File: config.mk
export PLATFORM = sky130hd
export DESIGN_NAME = utf8_stream_decoder_core
export DESIGN_NICKNAME = d
export VERILOG_FILES = /design/src/u8sd_pkg.sv /design/src/u8sd_lead_decode.sv /design/src/u8sd_seq_state.sv /design/src/utf8_stream_decoder_core.sv
export SDC_FILE = /design/constraint.sdc
export NUM_CORES = 1
export LEC_CHECK = 0
export ABC_AREA = 1
export BUFFER_PORTS_ARGS = -buffer_cell sky130_fd_sc_hd__buf_2
export CORE_MARGIN = 2
export CORE_UTILIZATION = 50
export DETAILED_ROUTE_END_ITERATION = 7
export PLACE_DENSITY = 0.85
export SLEW_MARGIN = 10
export SYNTH_ARGS = -nofsm -noshare
export SYNTH_HDL_FRONTEND = slang
export SYNTH_SLANG_ARGS = --single-unit
File: constraint.sdc
create_clock -name i_clk -period 2.3 [get_ports i_clk]
set_input_delay 0.46 -clock i_clk [delete_from_list [all_inputs] [get_ports i_clk]]
set_output_delay 0.46 -clock i_clk [all_outputs]
set_load 0.02 [all_outputs]
File: src/u8sd_pkg.sv
// Shared types and constants for the UTF-8 stream decoder.
// Holds the lead-byte classification record and the result record.
// No dependencies.
`default_nettype none

package u8sd_pkg;

    localparam int unsigned BYTE_W    = 8;
    localparam int unsigned CP_W      = 31;
    localparam int unsigned LEN_W     = 3;
    localparam int unsigned PAYLOAD_W = 7;
    localparam int unsigned CONT_W    = 6;

    // Sequence lengths
    localparam logic [LEN_W-1:0] LEN_ONE   = 3'd1;
    localparam logic [LEN_W-1:0] LEN_TWO   = 3'd2;
    localparam logic [LEN_W-1:0] LEN_THREE = 3'd3;
    localparam logic [LEN_W-1:0] LEN_FOUR  = 3'd4;
    localparam logic [LEN_W-1:0] LEN_FIVE  = 3'd5;
    localparam logic [LEN_W-1:0] LEN_SIX   = 3'd6;

    // Classification of a byte seen where a lead byte is expected
    typedef struct packed {
        logic                 single;   // 7-bit character, done in one byte
        logic                 bad;      // stray continuation or 0xFE/0xFF
        logic [LEN_W-1:0]     len;      // total sequence length
        logic [PAYLOAD_W-1:0] payload;  // lead payload bits
    } t_lead_info;

    // One decoded result
    typedef struct packed {
        logic [CP_W-1:0]  code_point;
        logic [LEN_W-1:0] seq_length;
        logic             bad_lead;
    } t_result;

endpackage

`default_nettype wire

File: src/u8sd_lead_decode.sv
// Lead-byte classifier for the UTF-8 stream decoder.
// Maps a raw byte to its sequence length and payload bits.
// Depends on u8sd_pkg.
`default_nettype none

module u8sd_lead_decode (
    input  wire logic [u8sd_pkg::BYTE_W-1:0] i_byte,
    output u8sd_pkg::t_lead_info             o_info
);
    import u8sd_pkg::*;

    // Match the byte against the lead patterns, longest prefix last
    always_comb begin
        o_info = '0;
        case (i_byte) inside
            8'b0???????: begin
                o_info.single  = 1'b1;
                o_info.len     = LEN_ONE;
                o_info.payload = i_byte[6:0];
            end
            8'b110?????: begin
                o_info.len     = LEN_TWO;
                o_info.payload = {2'b00, i_byte[4:0]};
            end
            8'b1110????: begin
                o_info.len     = LEN_THREE;
                o_info.payload = {3'b000, i_byte[3:0]};
            end
            8'b11110???: begin
                o_info.len     = LEN_FOUR;
                o_info.payload = {4'b0000, i_byte[2:0]};
            end
            8'b111110??: begin
                o_info.len     = LEN_FIVE;
                o_info.payload = {5'b00000, i_byte[1:0]};
            end
            8'b1111110?: begin
                o_info.len     = LEN_SIX;
                o_info.payload = {6'b000000, i_byte[0]};
            end
            default: begin
                // stray continuation byte or 0xFE/0xFF
                o_info.bad = 1'b1;
                o_info.len = LEN_ONE;
            end
        endcase
    end

endmodule

`default_nettype wire

File: src/u8sd_seq_state.sv
// Sequence tracker for the UTF-8 stream decoder.
// Holds the remaining count, accumulator and length; forms each result.
// Depends on u8sd_pkg and u8sd_lead_decode.
`default_nettype none

module u8sd_seq_state (
    input  wire logic                        i_clk,
    input  wire logic                        i_rst_n,
    input  wire logic                        i_step,
    input  wire logic [u8sd_pkg::BYTE_W-1:0] i_byte,
    output logic                             o_res_vld,
    output u8sd_pkg::t_result                o_res
);
    import u8sd_pkg::*;

    t_lead_info lead;

    logic [LEN_W-1:0] r_bytes_left;
    logic [LEN_W-1:0] n_bytes_left;
    logic [CP_W-1:0]  r_accum;
    logic [CP_W-1:0]  n_accum;
    logic [LEN_W-1:0] r_seq_len;
    logic [LEN_W-1:0] n_seq_len;
    logic [CP_W-1:0]  shifted;

    u8sd_lead_decode u_lead (
        .i_byte (i_byte),
        .o_info (lead)
    );

    assign shifted = {r_accum[CP_W-CONT_W-1:0], i_byte[CONT_W-1:0]};

    // Work out next state and the result of this byte
    always_comb begin
        n_bytes_left = r_bytes_left;
        n_accum      = r_accum;
        n_seq_len    = r_seq_len;
        o_res_vld    = 1'b0;
        o_res        = '0;
        if (r_bytes_left != '0) begin
            // continuation: top bits are not checked
            n_bytes_left = r_bytes_left - LEN_W'(1);
            n_accum      = shifted;
            if (r_bytes_left == LEN_W'(1)) begin
                o_res_vld         = 1'b1;
                o_res.code_point  = shifted;
                o_res.seq_length  = r_seq_len;
                n_accum           = '0;
                n_seq_len         = '0;
            end
        end else if (lead.single || lead.bad) begin
            o_res_vld        = 1'b1;
            o_res.code_point = lead.bad ? '0 : CP_W'(lead.payload);
            o_res.seq_length = LEN_ONE;
            o_res.bad_lead   = lead.bad;
        end else begin
            // seed a multi-byte sequence
            n_accum      = CP_W'(lead.payload);
            n_seq_len    = lead.len;
            n_bytes_left = lead.len - LEN_W'(1);
        end
    end

    // Advance state on each processed byte
    always_ff @(posedge i_clk) begin
        if (!i_rst_n) begin
            r_bytes_left <= '0;
            r_accum      <= '0;
            r_seq_len    <= '0;
        end else if (i_step) begin
            r_bytes_left <= n_bytes_left;
            r_accum      <= n_accum;
            r_seq_len    <= n_seq_len;
        end
    end

endmodule

`default_nettype wire

File: src/utf8_stream_decoder_core.sv
// Top level of the UTF-8 stream decoder: input register, sequence
// tracker and output register with valid/stall handshakes.
// Depends on u8sd_pkg and u8sd_seq_state.
//
// Decodes a UTF-8 byte stream (original 1 to 6 byte forms) at one byte per
// clock cycle, sustained while no stall holds it. Each byte is taken into an
// input register, passes through the lead classifier and the one-step
// accumulator, and lands in an output register, from which the result of
// the byte that ends a sequence drives o_valid. Bytes that only open or
// continue a sequence produce nothing. The single accumulate step per byte
// sets the rate. A stray continuation byte or a 0xFE/0xFF lead yields code
// point 0, length 1, with o_bad_lead set. Inside a sequence every byte is
// taken as a continuation and only its low six bits count. i_stall from the
// consumer holds the output register and, while a byte waits behind it,
// raises o_stall toward the producer.
`default_nettype none

module utf8_stream_decoder_core (
    input  wire logic                          i_clk,
    input  wire logic                          i_rst_n,
    // byte input channel
    input  wire logic                          i_valid,
    output logic                               o_stall,
    input  wire logic [u8sd_pkg::BYTE_W-1:0]   i_in_byte,
    // result output channel
    output logic                               o_valid,
    input  wire logic                          i_stall,
    output logic [u8sd_pkg::CP_W-1:0]          o_code_point,
    output logic [u8sd_pkg::LEN_W-1:0]         o_seq_length,
    output logic                               o_bad_lead
);
    import u8sd_pkg::*;

    logic              r_in_vld;
    logic [BYTE_W-1:0] r_in_byte;
    logic              r_out_vld;
    t_result           r_out;
    logic              out_free;
    logic              step;
    logic              res_vld;
    t_result           res;

    assign out_free = !r_out_vld || !i_stall;
    assign step     = r_in_vld && out_free;
    assign o_stall  = r_in_vld && !out_free;

    // Capture the incoming byte
    always_ff @(posedge i_clk) begin
        if (!i_rst_n) begin
            r_in_vld <= 1'b0;
        end else if (!o_stall) begin
            r_in_vld <= i_valid;
        end
    end

    always_ff @(posedge i_clk) begin
        if (!o_stall && i_valid) begin
            r_in_byte <= i_in_byte;
        end
    end

    u8sd_seq_state u_seq (
        .i_clk     (i_clk),
        .i_rst_n   (i_rst_n),
        .i_step    (step),
        .i_byte    (r_in_byte),
        .o_res_vld (res_vld),
        .o_res     (res)
    );

    // Hold or refill the result register
    always_ff @(posedge i_clk) begin
        if (!i_rst_n) begin
            r_out_vld <= 1'b0;
        end else if (out_free) begin
            r_out_vld <= step && res_vld;
        end
    end

    always_ff @(posedge i_clk) begin
        if (out_free && step && res_vld) begin
            r_out <= res;
        end
    end

    assign o_valid      = r_out_vld;
    assign o_code_point = r_out.code_point;
    assign o_seq_length = r_out.seq_length;
    assign o_bad_lead   = r_out.bad_lead;

endmodule

`default_nettype wire

Word-level counts from Yosys, hierarchy flattened
Cells that the tools add are included.
- add/subtract/negate cells: 2
- eq/ne operators: 8
- mux-type cells: 34
- bitwise gates (word level): 1
- reduce and logical (&&, ||, !) cells: 16
- operator list (kind ; number):
    two-way mux 25 bit ; 3
    two-way mux 34 bit ; 2
    two-way mux 7 bit ; 6
    two-way mux 35 bit ; 1
    two-way mux 3 bit ; 11
    two-way mux 1 bit ; 11
    == test 7 bit, second input constant ; 1
    == test 6 bit, second input constant ; 1
    logical AND 1 bit ; 6
    subtractor 3 x 1 -> 3 bit, second input constant ; 2
    == test 5 bit, second input constant ; 1
    == test 4 bit, second input constant ; 1
    zero test 1 bit ; 4
    == test 3 x 1 -> 1 bit, second input constant ; 1
    == test 3 bit, second input constant ; 1
    AND reduction 3 bit ; 1
    nonzero test 3 bit ; 1
    logical OR 1 bit ; 2
    inequality test 2 x 1 -> 1 bit, second input constant ; 1
    inequality test 2 bit, second input constant ; 1
    AND reduction 2 bit ; 1
    OR reduction 2 bit ; 1
    inverter 1 bit ; 1
- register bits: 76
- output and inout port bits: 37
- logic and storage cells: 70

Depth between registers and ports, before layout
Gate-level depths: netlist (run 1).
- depth after elaboration: 11
- gate-level depth with buffers: 13

Cells and area by module
Synthesis (run 1) repeated with hierarchy kept, for this count alone.
- cells, all modules: 359
- area, all modules: 3362.0 µm²
- by module, submodules not included (module ; times used ; cells an instance ; area each (µm²) ; seq. area each (µm²)):
    u8sd_seq_state ; 1 ; 263 ; 1801.7 ; 620.6
    utf8_stream_decoder_core ; 1 ; 60 ; 1395.1 ; 1331.3
    u8sd_lead_decode ; 1 ; 36 ; 165.2 ; 0.0

Worst setup path before layout (run 1)
Ideal clock, no wire load.
- kind: reg-to-reg
- from: register u_seq.r_bytes_left[1]
- to: register r_out, in the netlist o_bad_lead, enable pin
- setup time: 390 ps
- arrival: 1906 ps
- slack: 4 ps
- cell stages (with the launch flop): 11
- buffers on the path: 0
- path through: dfxtp_1 inv_1 ha_1 nand2_4 clkinv_4 nand2_1 inv_2 nand3_4 inv_1 o21ai_0 inv_1
- longest elaborated chain between the ends: 4
- elaborated cells between the ends (all ways): 5
- ends and longest elaborated chain (item ; RTL line ; source):
    from (decl) ; u8sd_seq_state.sv:18 ; logic [LEN_W-1:0] r_bytes_left;
    from (signal assigned) ; u8sd_seq_state.sv:71 ; r_bytes_left <= n_bytes_left;
    == test 3 x 1 -> 1 bit ; u8sd_seq_state.sv:44 ; if (r_bytes_left == LEN_W'(1)) begin
    two-way mux 1 bit ; u8sd_seq_state.sv:44 ;
    two-way mux 1 bit * ; u8sd_seq_state.sv:40 ; if (r_bytes_left != '0) begin
    logical AND 1 bit * ; utf8_stream_decoder_core.sv:81 ; if (out_free && step && res_vld) begin
    to (signal assigned) ; utf8_stream_decoder_core.sv:82 ; r_out <= res;
    to (decl) ; utf8_stream_decoder_core.sv:37 ; t_result r_out;
Mark *: on every way between the ends. The rest lies on a longest branch, timed or not.
A chain may end at the register's enable or synchronous reset.

Final worst setup path (run 1)
- from: register u_seq.r_bytes_left[0]
- to: register r_out, in the netlist o_code_point[4], enable pin
The elaborated chain is that of the path after synthesis.

==> tab_implementation.tex, run 1 <==
\begin{tabular}{lr}
\hline
Metric & Value \\
\hline
\multicolumn{2}{l}{\textbf{GRT}} \\
Final global-route overflow total & 0 \\
Number of antenna violations at the first check in global routing & 0 \\
Global-route wire length before repair & 9550 um \\
Routing usage on met2 & 29.3\% \\
Maximum number of pins on one net before global-route repair & 54 \\
Number of global-route vias before repair & 2189 \\
Met1 track utilization from global routing & 19.7\% \\
Highest-utilization routing layer at the global route stage & met2 \\
Tot GR Track Use & 17.3\% \\
GR met3 Demand/Resource & 4.06\% \\
\multicolumn{2}{l}{\textbf{Yosys}} \\
Total number of yosys warnings & 0 \\
Net count after synthesis & 346 \\
Area share of and/or/nand/nor cells after synthesis & 16.8\% \\
Library cells used by synthesis & 30 \\
Yosys reg bits & 76 \\
Post-synthesis compound-gate area fraction & 10.4\% \\
Average footprint of a synthesized cell & 9.71 um\^{}2 \\
EDFF count, synth & 43 \\
Largest family of logic cells by synthesized area & simple AND/OR/NAND/NOR gates \\
Synth Area in Adders & 1.56\% \\
Number of cells produced by synthesis & 330 \\
Async set-reset flop share out of synthesis & 0\% \\
Netlist area before placement & 0.00321 mm\^{}2 \\
Portion of the post-synthesis area used by sequential elements & 60.9\% \\
Multiplexer share of the synthesized area & 0.312\% \\
Post-Synth XOR/XNOR Area & 0\% \\
Commonest register cell after synthesis & edfxtp\_1 \\
\multicolumn{2}{l}{\textbf{Final layout}} \\
Growth of design area from synthesis to finish & 13.7\% \\
Antenna cell count & 0 \\
Fillcell total & 530 \\
Commonest non-fill, non-tap cells in the layout & nor2\_1, inv\_1, buf\_2 \\
Non-filler cells, final & 462 \\
Commonest non-fill, non-tap cell in the layout & nor2\_1 \\
Share of post-route cells with drive strength above 1 & 21.8\% \\
Net total in the final layout & 396 \\
Util after Layout & 58.0\% \\
\multicolumn{2}{l}{\textbf{Timing}} \\
Least-Margin Pin Slew & 592 ps \\
Clock tree skew after final layout & 7.76 ps \\
Number of max-slew violations in the final report & 0 \\
Final TNS setup & 0 ps \\
Hold Violations, Final & 0 \\
Setup repair after global routing missed its margin & false \\
Headroom to the max-slew limit & 60.5\% \\
Min Clock Period, post-route & 2080 ps \\
Part of the cycle the worst path needs & 90.6\% \\
Top achievable clock speed & 0.480 GHz \\
Setup violation total in the final timing report & 0 \\
\multicolumn{2}{l}{\textbf{Critical path}} \\
Standard cell with the maximum stage delay on the critical path & dfxtp\_1 \\
CP top delay family & buffers and inverters \\
Ordered list of cells on the worst path & inv\_1, ha\_1, nand2\_4, clkinv\_4, nand2\_1, inv\_2, nand3\_4, inv\_1, o21ai\_0, inv\_1, buf\_6 \\
Critical-path maximum fanout & 35 \\
Number of buffer and inverter instances along the worst setup path & 6 \\
Worst path most repeated cell & inv\_1 \\
Delay of the slowest cell on the worst path & 360 ps \\
Type of the setup path with the least slack & reg -> reg \\
Worst Path Arrival & 2160 ps \\
Critical path data required time & 2380 ps \\
Origin of the worst setup path & u\_seq.r\_bytes\_left[0] \\
Critical R2R Launch & u\_seq.r\_bytes\_left[0] \\
Worst Setup End Kind & register \\
Worst Setup Start Kind & register \\
\multicolumn{2}{l}{\textbf{Clock network}} \\
Cts hold-fix bufs & 0 \\
Worst-case clock buffer depth & 2 \\
Clock Tree Root & clkbuf\_8 \\
Number of levels the H-tree was split into & 3 \\
Num CTS Buffers & 9 \\
Clock Sinks & 76 \\
Clk\_lat worst skew & 350 ps \\
Clock tree from TritonCTS & done \\
Reg clk slew, reported paths & 70 ps \\
\multicolumn{2}{l}{\textbf{Placement}} \\
Dpl cells & 446 \\
Routability cong. & 0.834 \\
Port bufs & 48 \\
Post-DP HPWL & 3790 um \\
\multicolumn{2}{l}{\textbf{Run status}} \\
Run status & completed \\
\multicolumn{2}{l}{\textbf{Die}} \\
Core Area & 0.00628 mm\^{}2 \\
FP Rows & 29 \\
Die height & 84.1 um \\
Die outline width & 84.1 um \\
Die outline area & 0.00707 mm\^{}2 \\
Starting density of the core & 51.1\% \\
Count of pins on the block boundary & 49 \\
\multicolumn{2}{l}{\textbf{Detailed routing}} \\
Detailed-route wire length per cell & 12.2 um \\
Detailed-router iteration count before antenna repair & 6 \\
Final wirelength & 5650 um \\
Via count & 2301 \\
DRC violation total after the first TritonRoute iteration & 152 \\
Antenna-violating nets left & 0 \\
Post-DR vias/cell & 4.98 \\
Count of unresolved DRC violations after routing & 0 \\
\multicolumn{2}{l}{\textbf{Flow run}} \\
Number of max-capacitance violations reported & 0 \\
\multicolumn{2}{l}{\textbf{Worst hold path}} \\
Hold Path Origin & i\_in\_byte[5] \\
Worst hold path class & in -> reg \\
\multicolumn{2}{l}{\textbf{Power and ir drop}} \\
Leak & 1.48 nW \\
Power density cells & 801 mW/mm\^{}2 \\
Worst supply voltage drop on vdd & 429 uV \\
\hline
\end{tabular}
## state kept, by name, summed over array words and instances, names as in the netlist
signal              cells
o_code_point           31
u_seq.r_accum          25
r_in_byte               8
o_seq_length            3
u_seq.r_bytes_left      3
u_seq.r_seq_len         3
o_bad_lead              1
o_valid                 1
r_in_vld                1
## cells by family (layout without fill, tap and decap cells)
group                    Yosys count  count (layout)
AO/OA/AOI/OAI                     65              65
adder cells (fa/ha/maj)            4               4
buffers and inverters             68             123
flip-flops                        76              76
multiplexers                       1               1
AND/OR/NAND/NOR                  116             116
## stage by stage
step	power, mW	hold slack, ps	cell area, um^2	setup WS (ps)
floorplan	1.90	430	3210	4.08
global placement	1.97	446	3460	268
detailed placement	1.98	451	3460	143
CTS	2.94	268	3640	116
global route	3.04	272	3640	46.1
finish	2.92	280	3640	216
## repair_timing
| action | 4_1_cts | 5_1_grt |
|---|---|---|
| endpoints found under the setup margin | 0 | 35 |
| resized for setup | 0 | 1 |
| buffers inserted | 0 | 0 |
## per-layer routing
| metal | vias up | part of all wire (%) |
|---|---|---|
| met5 | - | 0 |
| met4 | 0 | 3.1 |
| met3 | 16 | 4.8 |
| met2 | 73 | 50 |
| met1 | 1046 | 42 |
| li1 | 1166 | - |
## where the power goes
part | internal (mW) | leakage [nW] | switching [mW] | total, mW
clock | 0.490 | 0.0911 | 0.474 | 0.964
sequential | 1.53 | 0.690 | 0.0283 | 1.55
combinational | 0.117 | 0.700 | 0.283 | 0.399
## synthesized netlist by cell type (3+ instances only)
cell type  number  area (um^2)
dfxtp_1        33          661
buf_2           3         15.0
inv_1          53          199
nand2_1        25         93.8
edfxtp_1       43         1290
nand3_1         8         40.0
o21ai_0         7         35.0
nor2_2          4         25.0
nand4_1         4         25.0
o21ai_1        23          115
nor2_1         63          236
ha_1            4         50.1
a21oi_1        33          165
nand2_2         5         31.3
## worst paths after layout
path	slack (ps)	end	cells past startpoint
max	220	o_code_point[4]	11
min reg2reg	460	u_seq.r_accum[21]	2
max reg2reg	220	o_code_point[4]	11
min	280	r_in_byte[5]	1
## layout make-up
class	instances	area, um^2	area share (%)
clock buffers	10	128	3.50
clock inverters	6	55.1	1.51
repair buffers	51	267	7.31
well taps	77	96.3	2.64
inverters	56	215	5.91
flip-flops and latches	76	1950	53.6
multi-input cells	186	931	25.5
Power figures use the tool's default switching activity.
==> run 2: changes to the inputs <==
Settings changed: CORE_UTILIZATION 50 to 60, PLACE_DENSITY 0.85 to 0.95.
Clock period 2.3 ns to 2.6 ns, I/O delays scaled along.
==> run 2 against run 1 <==
Effect of this change:
- utilization increased by 13 points
- first-iteration DRC count increased by 16%
- sequential share of layout area increased by 0.13 points
- sequential power decreased by 11%
- final area decreased by 0.24%
- largest cell class unchanged
- combinational power decreased by 11%
- die area decreased by 16%
- critical endpoint is now o_code_point[12]
- clock skew increased by 4.8 ps
- worst hold slack improved by 56 ps
==> tab_implementation.tex, run 2 (synthesized netlist as in run 1, its figures left out) <==
\begin{tabular}{lr}
\hline
Metric & Value \\
\hline
\multicolumn{2}{l}{\textbf{Run status}} \\
Run status & completed \\
\multicolumn{2}{l}{\textbf{GRT}} \\
Final global-route overflow total & 0 \\
Tot GR Track Use & 20.0\% \\
Number of antenna violations at the first check in global routing & 0 \\
Number of global-route vias before repair & 2187 \\
Global-route wire length before repair & 9260 um \\
Maximum number of pins on one net before global-route repair & 54 \\
\multicolumn{2}{l}{\textbf{Clock network}} \\
Post-CTS repair timing setup buffer count & 0 \\
Num CTS Buffers & 9 \\
Clock Tree Root & clkbuf\_8 \\
Number of levels the H-tree was split into & 3 \\
Cts hold-fix bufs & 0 \\
Clk\_lat worst skew & 350 ps \\
Clock Sinks & 76 \\
Reg clk slew, reported paths & 80 ps \\
Clock tree from TritonCTS & done \\
Gates resized, CTS repair & 0 \\
Worst-case clock buffer depth & 2 \\
\multicolumn{2}{l}{\textbf{Critical path}} \\
Number of buffer and inverter instances along the worst setup path & 6 \\
Type of the setup path with the least slack & reg -> reg \\
Delay of the slowest cell on the worst path & 390 ps \\
Worst Setup End Kind & register \\
Worst path most repeated cell & inv\_1 \\
Critical-path maximum fanout & 35 \\
Critical path data required time & 2600 ps \\
CP top delay family & buffers and inverters \\
Worst Path Arrival & 2220 ps \\
Ordered list of cells on the worst path & inv\_1, ha\_1, nand2\_4, clkinv\_4, nand2\_1, inv\_2, nand3\_4, inv\_1, o21ai\_0, inv\_1, buf\_4 \\
Worst Setup Start Kind & register \\
Standard cell with the maximum stage delay on the critical path & buf\_4 \\
\multicolumn{2}{l}{\textbf{Detailed routing}} \\
Count of unresolved DRC violations after routing & 0 \\
Antenna-violating nets left & 0 \\
Final wirelength & 5600 um \\
Detailed-router iteration count before antenna repair & 4 \\
DRC violation total after the first TritonRoute iteration & 177 \\
Detailed-route wire length per cell & 12.3 um \\
Via count & 2333 \\
Post-DR vias/cell & 5.14 \\
\multicolumn{2}{l}{\textbf{Placement}} \\
Routability cong. & 0.821 \\
Post-DP HPWL & 3730 um \\
Dpl cells & 439 \\
Port bufs & 48 \\
\multicolumn{2}{l}{\textbf{Timing}} \\
Number of max-slew violations in the final report & 0 \\
Headroom to the max-slew limit & 58.6\% \\
Top achievable clock speed & 0.451 GHz \\
Setup violation total in the final timing report & 0 \\
Clock tree skew after final layout & 12.6 ps \\
Worst hold margin & 335 ps \\
Hold Violations, Final & 0 \\
Setup repair after global routing missed its margin & false \\
Final TNS setup & 0 ps \\
Min Clock Period, post-route & 2220 ps \\
Least-Margin Pin Slew & 620 ps \\
Part of the cycle the worst path needs & 85.3\% \\
\multicolumn{2}{l}{\textbf{Final layout}} \\
Non-filler cells, final & 454 \\
Growth of design area from synthesis to finish & 13.4\% \\
Share of post-route cells with drive strength above 1 & 21.9\% \\
Net total in the final layout & 396 \\
Commonest non-fill, non-tap cells in the layout & nor2\_1, inv\_1, buf\_2 \\
Commonest non-fill, non-tap cell in the layout & nor2\_1 \\
Antenna cell count & 0 \\
Flip-flop count of the largest register after layout & 31 \\
\multicolumn{2}{l}{\textbf{Die}} \\
Die outline width & 77.1 um \\
Die outline area & 0.00594 mm\^{}2 \\
FP Rows & 26 \\
Starting density of the core & 62.4\% \\
Die height & 77.1 um \\
Count of pins on the block boundary & 49 \\
Core Area & 0.00514 mm\^{}2 \\
\multicolumn{2}{l}{\textbf{Power and ir drop}} \\
Worst supply voltage drop on vdd & 439 uV \\
Power density cells & 707 mW/mm\^{}2 \\
Leak & 1.48 nW \\
Total power after layout & 2.57 mW \\
\multicolumn{2}{l}{\textbf{Worst hold path}} \\
Worst hold path class & in -> reg \\
\multicolumn{2}{l}{\textbf{Flow run}} \\
Number of max-capacitance violations reported & 0 \\
\hline
\end{tabular}
run 2: cell types whose count changed in the layout (fill, tap and decap cells not counted), sizes merged:
cell | previous run | this run
clkbuf | 10 | 12
bufinv | 1 | 0
clkinv | 5 | 3
run 2: power breakdown:
part	total, mW	switching (mW)	internal, mW
Sequential	1.38	0.0254	1.35
Combinational	0.356	0.254	0.103
Clock	0.838	0.413	0.424
Total	2.57	0.693	1.88
run 2: area by class of cell:
type,instances,area [um^2]
clock buffer,12,166
clock inverter,3,20.0
fill,387,1510
inverter,56,215
multi-input combinational,186,931
sequential,76,1950
tap,70,87.6
timing repair buffer,51,263
run 2: worst reg2reg max path, cell delays in order (launching register included):
cell and delay, ps:
dfxtp_1 340, inv_1 100, ha_1 250, nand2_4 110
clkinv_4 90, nand2_1 60, inv_2 70, nand3_4 150
inv_1 100, o21ai_0 120, inv_1 70, buf_4 390
run 2: layer usage:
| layer | routed length (um) | global-route usage [%] |
|---|---|---|
| met3 | 390 | 4.35 |
| met4 | 139 | 12.3 |
| met1 | 2190 | 21.7 |
| met5 | 0 | 0 |
| met2 | 2880 | 35.6 |
run 2: final timing paths:
check	from	endpoint	slack [ps]	depth (start not counted)
worst max-delay path	u_seq.r_bytes_left[0]	o_code_point[12]	380	11
worst min-delay path	i_in_byte[0]	r_in_byte[0]	340	1
worst max register to register	u_seq.r_bytes_left[0]	o_code_point[12]	380	11
worst min register to register	u_seq.r_accum[21]	u_seq.r_accum[21]	460	2
run 2: per-stage QoR:
step / util [%] / instance area, um^2 / worst slack, ps
6_report: 70.7 / 3630 / 383
5_1_grt: 70.7 / 3630 / 223
4_1_cts: 70.7 / 3630 / 404
3_5_place_dp: 67.1 / 3450 / 428
3_3_place_gp: 67.1 / 3450 / 574
2_1_floorplan: - / 3210 / 304
==> run 3: changes to the inputs <==
Settings changed: CORE_MARGIN 2 to 8, CORE_UTILIZATION 60 to 50, PLACE_DENSITY 0.95 to 0.85.
Clock period 2.6 ns to 1.9 ns, I/O delays scaled along.
==> run 3 against run 2 <==
Effect of this change:
- critical path depth down 2
- combinational power up 67%
- setup slack worse by 380 ps
- worst hold slack worse by 130 ps
- final cell count up 5.3%
- maximum frequency up 17%
- register-to-register slack worse by 380 ps
- flip-flop and latch count unchanged
==> tab_implementation.tex, run 3 (synthesized netlist as in run 1, its figures left out) <==
\begin{tabular}{lr}
\hline
Metric & Value \\
\hline
\multicolumn{2}{l}{\textbf{Run status}} \\
Run status & completed \\
\multicolumn{2}{l}{\textbf{Timing}} \\
Final TNS setup & 0 ps \\
Setup repair after global routing missed its margin & true \\
Clock tree skew after final layout & 8.21 ps \\
Hold Violations, Final & 0 \\
Top achievable clock speed & 0.527 GHz \\
Part of the cycle the worst path needs & 99.9\% \\
Headroom to the max-slew limit & 74.6\% \\
Number of max-slew violations in the final report & 0 \\
Least-Margin Pin Slew & 380 ps \\
Setup violation total in the final timing report & 0 \\
Setup slack after layout & 1.07 ps \\
Worst hold margin & 201 ps \\
Min Clock Period, post-route & 1900 ps \\
\multicolumn{2}{l}{\textbf{Clock network}} \\
Reg clk slew, reported paths & 70 ps \\
Clock Sinks & 76 \\
Number of levels the H-tree was split into & 3 \\
Clock tree from TritonCTS & done \\
Clk\_lat worst skew & 350 ps \\
Worst-case clock buffer depth & 2 \\
Cts hold-fix bufs & 0 \\
Num CTS Buffers & 9 \\
Clock Tree Root & clkbuf\_8 \\
\multicolumn{2}{l}{\textbf{Die}} \\
Die outline width & 96.1 um \\
Starting density of the core & 51.1\% \\
Count of pins on the block boundary & 49 \\
FP Rows & 29 \\
Die outline area & 0.00923 mm\^{}2 \\
Die height & 96.1 um \\
Core Area & 0.00628 mm\^{}2 \\
\multicolumn{2}{l}{\textbf{Detailed routing}} \\
Final wirelength & 6570 um \\
DRC violation total after the first TritonRoute iteration & 181 \\
Post-DR vias/cell & 5.09 \\
Detailed-router iteration count before antenna repair & 4 \\
Antenna-violating nets left & 0 \\
Detailed-route wire length per cell & 13.7 um \\
Count of unresolved DRC violations after routing & 0 \\
Via count & 2432 \\
\multicolumn{2}{l}{\textbf{Critical path}} \\
Critical-path maximum fanout & 17 \\
Worst Setup Start Kind & register \\
Critical path data required time & 2010 ps \\
Worst Path Arrival & 2010 ps \\
Origin of the worst setup path & r\_in\_byte[7] \\
Reg-to-reg setup timing slack & 1 ps \\
Critical R2R Launch & r\_in\_byte[7] \\
Type of the setup path with the least slack & reg -> reg \\
Worst r2r dst & o\_code\_point[2] \\
End point of the critical path & o\_code\_point[2] \\
Worst Setup End Kind & register \\
Number of cell instances on the worst register-to-register path & 9 \\
\multicolumn{2}{l}{\textbf{Final layout}} \\
Growth of design area from synthesis to finish & 20.1\% \\
Commonest non-fill, non-tap cell in the layout & nor2\_1 \\
Net total in the final layout & 412 \\
Util after Layout & 61.4\% \\
Non-filler cells, final & 478 \\
Area of all placed cells without fillers & 0.00385 mm\^{}2 \\
Antenna cell count & 0 \\
Share of post-route cells with drive strength above 1 & 28.9\% \\
Commonest non-fill, non-tap cells in the layout & nor2\_1, inv\_1, buf\_2 \\
Flip-flop count of the largest register after layout & 31 \\
\multicolumn{2}{l}{\textbf{GRT}} \\
Tot GR Track Use & 14.2\% \\
Maximum number of pins on one net before global-route repair & 54 \\
Number of global-route vias before repair & 2264 \\
Global-route wire length before repair & 10000 um \\
Number of antenna violations at the first check in global routing & 0 \\
Final global-route overflow total & 0 \\
\multicolumn{2}{l}{\textbf{Power and ir drop}} \\
Total power after layout & 3.51 mW \\
Leak & 1.57 nW \\
Power density cells & 910 mW/mm\^{}2 \\
Worst supply voltage drop on vdd & 521 uV \\
\multicolumn{2}{l}{\textbf{Flow run}} \\
Number of max-capacitance violations reported & 0 \\
\multicolumn{2}{l}{\textbf{Placement}} \\
Port bufs & 48 \\
Dpl cells & 450 \\
Post-DP HPWL & 4250 um \\
Pre-CTS setup slack & 60.4 ps \\
Routability cong. & 0.912 \\
Post-Place Cell Area & 0.00353 mm\^{}2 \\
\multicolumn{2}{l}{\textbf{Worst hold path}} \\
Worst hold path class & in -> reg \\
\hline
\end{tabular}
run 3: timing repair:
action	in CTS	in global routing
setup endpoints to repair	0	36
resized for setup	0	14
buffers inserted	0	9
run 3: routing by layer:
layer | GRT usage (%) | vias up | routed length (um)
met5 | 0 | - | 0
met3 | 4.13 | 19 | 453
met4 | 8.58 | 0 | 174
met1 | 15.5 | 1126 | 2680
li1 | - | 1200 | -
met2 | 24.0 | 87 | 3260
run 3: critical path: stages (launching register included):
cell	delay [ps]
edfxtp_1	460
buf_4	160
nand3_2	90
nor2_4	110
nor2_4	50
nand3_4	90
inv_2	60
o21ai_4	190
clkinvlp_4	230
buf_12	220
run 3: worst min-delay path by stage:
stage	start	endpoint	slack [ps]	cells past startpoint
final	i_in_byte[7]	r_in_byte[7]	200	1
after global routing	i_in_byte[4]	r_in_byte[4]	190	1
after CTS	i_in_byte[7]	r_in_byte[7]	190	1
after detailed placement	u_seq.r_accum[19]	u_seq.r_accum[19]	450	2
after global placement	u_seq.r_accum[22]	u_seq.r_accum[22]	440	2
after floorplan	u_seq.r_accum[20]	u_seq.r_accum[20]	430	2
run 3: cell type report:
type                            count  area [um^2]
Clock inverter                      3         15.0
Clock buffer                       13          139
Timing Repair Buffer               67          420
Sequential cell                    76         1950
Tap cell                           77         96.3
Inverter                           56          221
Fill cell                         508         2430
Multi-Input combinational cell    186         1000
run 3: power by group:
group / total [mW] / leakage (nW) / switching (mW) / internal [mW]
clock: 1.03 / 0.0812 / 0.558 / 0.470
sequential: 1.88 / 0.691 / 0.0348 / 1.85
combinational: 0.595 / 0.802 / 0.389 / 0.207
total: 3.51 / 1.57 / 0.981 / 2.52
